[src/pmoi_pkg.sv]
// shared types and constants for the polygon moment of inertia block
`timescale 1ns / 1ps
package pmoi_pkg;

   localparam int COORD_W = 16;
   localparam int RES_W   = 48;
   localparam int CSR_W   = 32;
   localparam int IDX_W   = 2;

   // register indexes on the csr port
   localparam logic [IDX_W-1:0] CSR_MASS     = 2'd0;
   localparam logic [IDX_W-1:0] CSR_INFINITE = 2'd1;
   localparam logic [IDX_W-1:0] CSR_CENTER_X = 2'd2;
   localparam logic [IDX_W-1:0] CSR_CENTER_Y = 2'd3;

   localparam logic [CSR_W-1:0] MASS_RESET = 32'd65536;

   typedef struct packed {
      logic signed [COORD_W-1:0] vertex_x;
      logic signed [COORD_W-1:0] vertex_y;
      logic                      is_last_vertex;
   } req_type;

   typedef struct packed {
      logic [RES_W-1:0] inertia;
      logic [RES_W-1:0] inverse_inertia;
      logic             degenerate;
   } rsp_type;

   typedef enum logic [3:0] {
      ST_IDLE,
      ST_EDGE_MUL,
      ST_EDGE_SUM,
      ST_EDGE_PROD,
      ST_EDGE_ACC,
      ST_CLOSE,
      ST_FIN_LO,
      ST_FIN_HI,
      ST_FIN_NUM,
      ST_DIV_I_LOAD,
      ST_DIV_I,
      ST_INV_SETUP,
      ST_DIV_V,
      ST_INV_STORE,
      ST_OUT
   } state_type;

   // strobes from controller to datapath
   typedef struct packed {
      logic take_vertex;
      logic edge_mul;
      logic edge_sum;
      logic edge_prod;
      logic edge_acc;
      logic close_setup;
      logic fin_lo;
      logic fin_hi;
      logic fin_num;
      logic div_load_i;
      logic div_step;
      logic inv_setup;
      logic inv_store;
      logic out_load;
   } cmd_type;

   // flags from datapath to controller
   typedef struct packed {
      logic count_zero;
      logic last;
      logic closing;
      logic degen;
      logic div_last;
      logic skip_inverse;
      logic out_busy;
   } status_type;

endpackage

[src/pmoi_ctrl.sv]
// sequencing state machine for the polygon moment of inertia block
`timescale 1ns / 1ps
module pmoi_ctrl (
   input  logic                  clock,
   input  logic                  reset,
   input  logic                  req_valid,
   input  logic                  req_last,
   output logic                  req_ready,
   input  pmoi_pkg::status_type  status,
   output pmoi_pkg::cmd_type     cmd
);

   pmoi_pkg::state_type state_ff, state_in;

   // state register
   always_ff @(posedge clock) begin
      if (reset) begin
         state_ff <= pmoi_pkg::ST_IDLE;
      end else begin
         state_ff <= state_in;
      end
   end

   // next state
   always_comb begin
      state_in = state_ff;
      unique case (state_ff)
         pmoi_pkg::ST_IDLE: begin
            if (req_valid) begin
               if (!status.count_zero) state_in = pmoi_pkg::ST_EDGE_MUL;
               else if (req_last)      state_in = pmoi_pkg::ST_CLOSE;
            end
         end
         pmoi_pkg::ST_EDGE_MUL:  state_in = pmoi_pkg::ST_EDGE_SUM;
         pmoi_pkg::ST_EDGE_SUM:  state_in = pmoi_pkg::ST_EDGE_PROD;
         pmoi_pkg::ST_EDGE_PROD: state_in = pmoi_pkg::ST_EDGE_ACC;
         pmoi_pkg::ST_EDGE_ACC: begin
            if (status.closing)   state_in = pmoi_pkg::ST_FIN_LO;
            else if (status.last) state_in = pmoi_pkg::ST_CLOSE;
            else                  state_in = pmoi_pkg::ST_IDLE;
         end
         pmoi_pkg::ST_CLOSE: state_in = pmoi_pkg::ST_EDGE_MUL;
         pmoi_pkg::ST_FIN_LO: begin
            if (status.degen) state_in = pmoi_pkg::ST_OUT;
            else              state_in = pmoi_pkg::ST_FIN_HI;
         end
         pmoi_pkg::ST_FIN_HI:     state_in = pmoi_pkg::ST_FIN_NUM;
         pmoi_pkg::ST_FIN_NUM:    state_in = pmoi_pkg::ST_DIV_I_LOAD;
         pmoi_pkg::ST_DIV_I_LOAD: state_in = pmoi_pkg::ST_DIV_I;
         pmoi_pkg::ST_DIV_I: begin
            if (status.div_last) state_in = pmoi_pkg::ST_INV_SETUP;
         end
         pmoi_pkg::ST_INV_SETUP: begin
            if (status.skip_inverse) state_in = pmoi_pkg::ST_OUT;
            else                     state_in = pmoi_pkg::ST_DIV_V;
         end
         pmoi_pkg::ST_DIV_V: begin
            if (status.div_last) state_in = pmoi_pkg::ST_INV_STORE;
         end
         pmoi_pkg::ST_INV_STORE: state_in = pmoi_pkg::ST_OUT;
         pmoi_pkg::ST_OUT: begin
            if (!status.out_busy) state_in = pmoi_pkg::ST_IDLE;
         end
         default: state_in = pmoi_pkg::ST_IDLE;
      endcase
   end

   // command strobes
   always_comb begin
      cmd       = '0;
      req_ready = 1'b0;
      unique case (state_ff)
         pmoi_pkg::ST_IDLE: begin
            req_ready       = 1'b1;
            cmd.take_vertex = req_valid;
         end
         pmoi_pkg::ST_EDGE_MUL:   cmd.edge_mul    = 1'b1;
         pmoi_pkg::ST_EDGE_SUM:   cmd.edge_sum    = 1'b1;
         pmoi_pkg::ST_EDGE_PROD:  cmd.edge_prod   = 1'b1;
         pmoi_pkg::ST_EDGE_ACC:   cmd.edge_acc    = 1'b1;
         pmoi_pkg::ST_CLOSE:      cmd.close_setup = 1'b1;
         pmoi_pkg::ST_FIN_LO:     cmd.fin_lo      = 1'b1;
         pmoi_pkg::ST_FIN_HI:     cmd.fin_hi      = 1'b1;
         pmoi_pkg::ST_FIN_NUM:    cmd.fin_num     = 1'b1;
         pmoi_pkg::ST_DIV_I_LOAD: cmd.div_load_i  = 1'b1;
         pmoi_pkg::ST_DIV_I:      cmd.div_step    = 1'b1;
         pmoi_pkg::ST_INV_SETUP:  cmd.inv_setup   = 1'b1;
         pmoi_pkg::ST_DIV_V:      cmd.div_step    = 1'b1;
         pmoi_pkg::ST_INV_STORE:  cmd.inv_store   = 1'b1;
         pmoi_pkg::ST_OUT:        cmd.out_load    = !status.out_busy;
         default: cmd = '0;
      endcase
   end

endmodule

[config.mk]
export PLATFORM = sky130hd
export DESIGN_NAME = pmoi_ctrl
export DESIGN_NICKNAME = d
export VERILOG_FILES = /design/src/pmoi_pkg.sv /design/src/pmoi_ctrl.sv
export SDC_FILE = /design/constraint.sdc
export NUM_CORES = 1
export LEC_CHECK = 0
export BUFFER_PORTS_ARGS = -buffer_cell sky130_fd_sc_hd__buf_4
export CAP_MARGIN = 30
export CORE_MARGIN = 2
export CORE_UTILIZATION = 35
export CTS_CLUSTER_SIZE = 16
export DETAILED_ROUTE_END_ITERATION = 10
export HOLD_SLACK_MARGIN = 0.05
export PLACE_DENSITY = 0.67
export SYNTH_ARGS = -nofsm -noshare
export SYNTH_HDL_FRONTEND = slang
export SYNTH_SLANG_ARGS = --single-unit
[constraint.sdc]
create_clock -name clock -period 1.25 [get_ports clock]
set_input_delay 0.0625 -clock clock [delete_from_list [all_inputs] [get_ports clock]]
set_output_delay 0.0625 -clock clock [all_outputs]
set_load 0.02 [all_outputs]
==> metrics.yaml <==
run_status:
  status: "finished with violations"
  violations: "negative setup slack"
critical_path:
  cp-start-kind: "flip-flop"
  crit_required_ns: 1.39
  end_kind: "flip-flop"
  r2r_start: "state_ff[1]"
  path_buf_inv: 2
  cp_cell_sequence: "buf_6 > nor3b_2 > a31oi_1 > o211ai_1 > buf_4 > o32ai_2"
  startpoint: "state_ff[1]"
  critPathMaxStageDelay_ns: 0.36
  critPathKind: "reg2reg"
  arrival_ns: 1.52
  critical_path.max_fanout: 6
  critical-path-top-delay-family: "compound AO/OA/AOI/OAI gates"
  cp_slowest_cell: "dfxtp_4"
timing:
  fin_skew_ns: 0.00133
  fmax_ghz: 0.727
  period_needed_ns: 1.38
  layout_setup_ws_ns: -0.126
  layout_worst_path_cycle_share: 1.10
  finalHoldViolCount: 0
  rsz0062_at_grt: "yes"
  worst_pin_slew_ns: 0.324
  slew_headroom: 0.784
  setup_viol: 10
  report.final.slew_viol_count: 0
  tns_ns: -0.575
clocking:
  clk_transition_reported_paths_ns: 0.04
  cts_sinks: 4
  cts_buffers: 3
  clock_latency_ns: 0.24
  clock_path_buffers: 2
  cts_root_buf: "clkbuf_4"
  tritoncts: "done"
  cts.htree.levels: 1
placement:
  dp_hpwl_mm: 1.13
  gp_congestion: 0.803
  io_buffers: 25
  placed_area_um2: 785
synth:
  synth_top_area_share: 0.160
  ys_seq_area_frac: 0.160
  synth_area_um2: 500
  ys_warn_count: 0
  synth.net_count: 83
  ys_types: 28
  yosysTopAreaCell: "dfxtp_1"
  synth-seq-cells: 4
  synth_area_leaders: "dfxtp_1, nand2b_1, nor3_1, o32ai_2, a21oi_1"
  syn_inst: 72
  post_synth.cell_area_avg_um2: 6.95
detailed_routing:
  firstDrtPassIters: 4
  vias_per_cell: 5.50
  vias: 721
  wire_per_inst_um: 15.6
  postRouteAntennaNets: 0
  drc: 0
  finalWirelength_mm: 2.05
  first_iter_violations: 10
grt:
  grt_first_pass_wirelength_mm: 2.61
  grt_max_degree: 10
  grtUsageTotal: 0.191
  antenna_found_initial: 0
  overflow: 0
  grt_pass1_vias: 591
pwr:
  intPower_uw: 978
  p_clk_frac: 0.096
  p_leak_uw: 0.000477
  vdd_drop_max_uv: 1090
  sw_frac_of_total: 0.432
  power_frac_seq: 0.154
  p_comb_frac: 0.750
  cellPowerDensity_nw_per_um2: 1670
  power_switching_uw: 743
floorplan:
  core_um2: 1320
  std_cell_rows: 13
  die_area_um2: 1750
  die-height_um: 41.8
  die_width_um: 41.8
  top_level_ports: 26
  initial_core_util: 0.380
hold_path:
  holdCritPathClass: "in2reg"
  holdCritStartpoint: "status[3]"
cells_and_area:
  final_area_um2: 1030
  final_cell_mix: "buf_4, buf_6, inv_1, nor3_2, a21oi_1"
  synthToLayoutAreaGrowth_pct: 106
  top_regs: "state_ff x4"
  mostFrequentLayoutCell: "buf_4"
  largest-register: "state_ff"
  utilization: 0.783
  drive_above_1_share: 0.664
  nets: 129
  largest_reg_flops: 4
  n_antenna_cell: 0
run:
  max-cap-violations: 0
## through the flow
step	hold slack [ns]	cells	total power, uW	setup slack (ns)
floorplan	0.132	72	818	-0.128
global placement	0.267	121	1160	-0.104
detailed placement	0.273	121	1160	-0.131
CTS	0.172	127	1470	-0.0902
global route	0.241	131	1820	-0.193
finish	0.204	131	1720	-0.126
## kinds of logic (layout without fill, tap and decap cells)
group / Yosys count / after routing / share of synthesized area
AO/OA/AOI/OAI: 20 / 20 / 0.295
XOR/XNOR: 1 / 1 / 0.0175
AND/OR/NAND/NOR: 35 / 35 / 0.395
flip-flops: 4 / 4 / 0.160
buffers and inverters: 12 / 56 / 0.132
## synthesized netlist by cell type
library cell	count
a211oi_2	1
a21o_1	1
a21oi_1	6
a221oi_1	1
a31oi_1	2
and2_1	1
and3_1	1
buf_2	4
buf_6	2
clkbuf_2	1
dfxtp_1	4
inv_1	5
nand2_1	4
nand2b_1	7
nor2_1	8
nor2b_1	2
nor3_1	8
nor3b_1	1
nor4_4	1
o211ai_1	1
o21ai_0	3
o21bai_1	1
o22ai_1	1
o31ai_1	1
o32ai_2	2
or2_1	1
or3b_1	1
xnor2_1	1
## layer usage
| layer | part of all wire | track usage |
|---|---|---|
| met1 | 0.39 | 0.247 |
| met2 | 0.52 | 0.322 |
| met3 | 0.048 | 0.0174 |
| met4 | 0.034 | 0.0774 |
| met5 | 0 | 0 |
## final timing paths
kind	endpoint	cells past startpoint	slack, ns
hold reg to reg	state_ff[2]	3	0.68
setup reg to reg	state_ff[2]	6	-0.13
setup / recovery	state_ff[2]	6	-0.13
hold / removal	state_ff[0]	4	0.20
## power groups by stage
stage | Combinational, uW | Sequential, uW | Clock [uW]
CTS | 1050 | 249 | 170
finish | 1290 | 265 | 166
global placement | 924 | 240 | 0
global route | 1370 | 268 | 175
detailed placement | 924 | 239 | 0
floorplan | 628 | 190 | 0
## final cells by class
type | instances | area, um2
clock buffer | 3 | 22.5
fill | 99 | 285
inverter | 5 | 18.8
multi-input combinational | 56 | 462
sequential | 4 | 95.1
tap | 15 | 18.8
timing repair buffer | 48 | 415
## repair_timing
action	CTS	global route
buffers inserted	2	4
hold buffers	1	0
pin swaps	3	8
resized for setup	20	26
setup endpoints to repair	19	19
hold endpoints to repair	1	0
## worst reg2reg max path: stages (launching register included)
cell and delay [ns]:
dfxtp_4 0.36, buf_6 0.13, nor3b_2 0.14, a31oi_1 0.22
o211ai_1 0.14, buf_4 0.18, o32ai_2 0.09
Note: power is estimated with default switching activity, not from simulation.
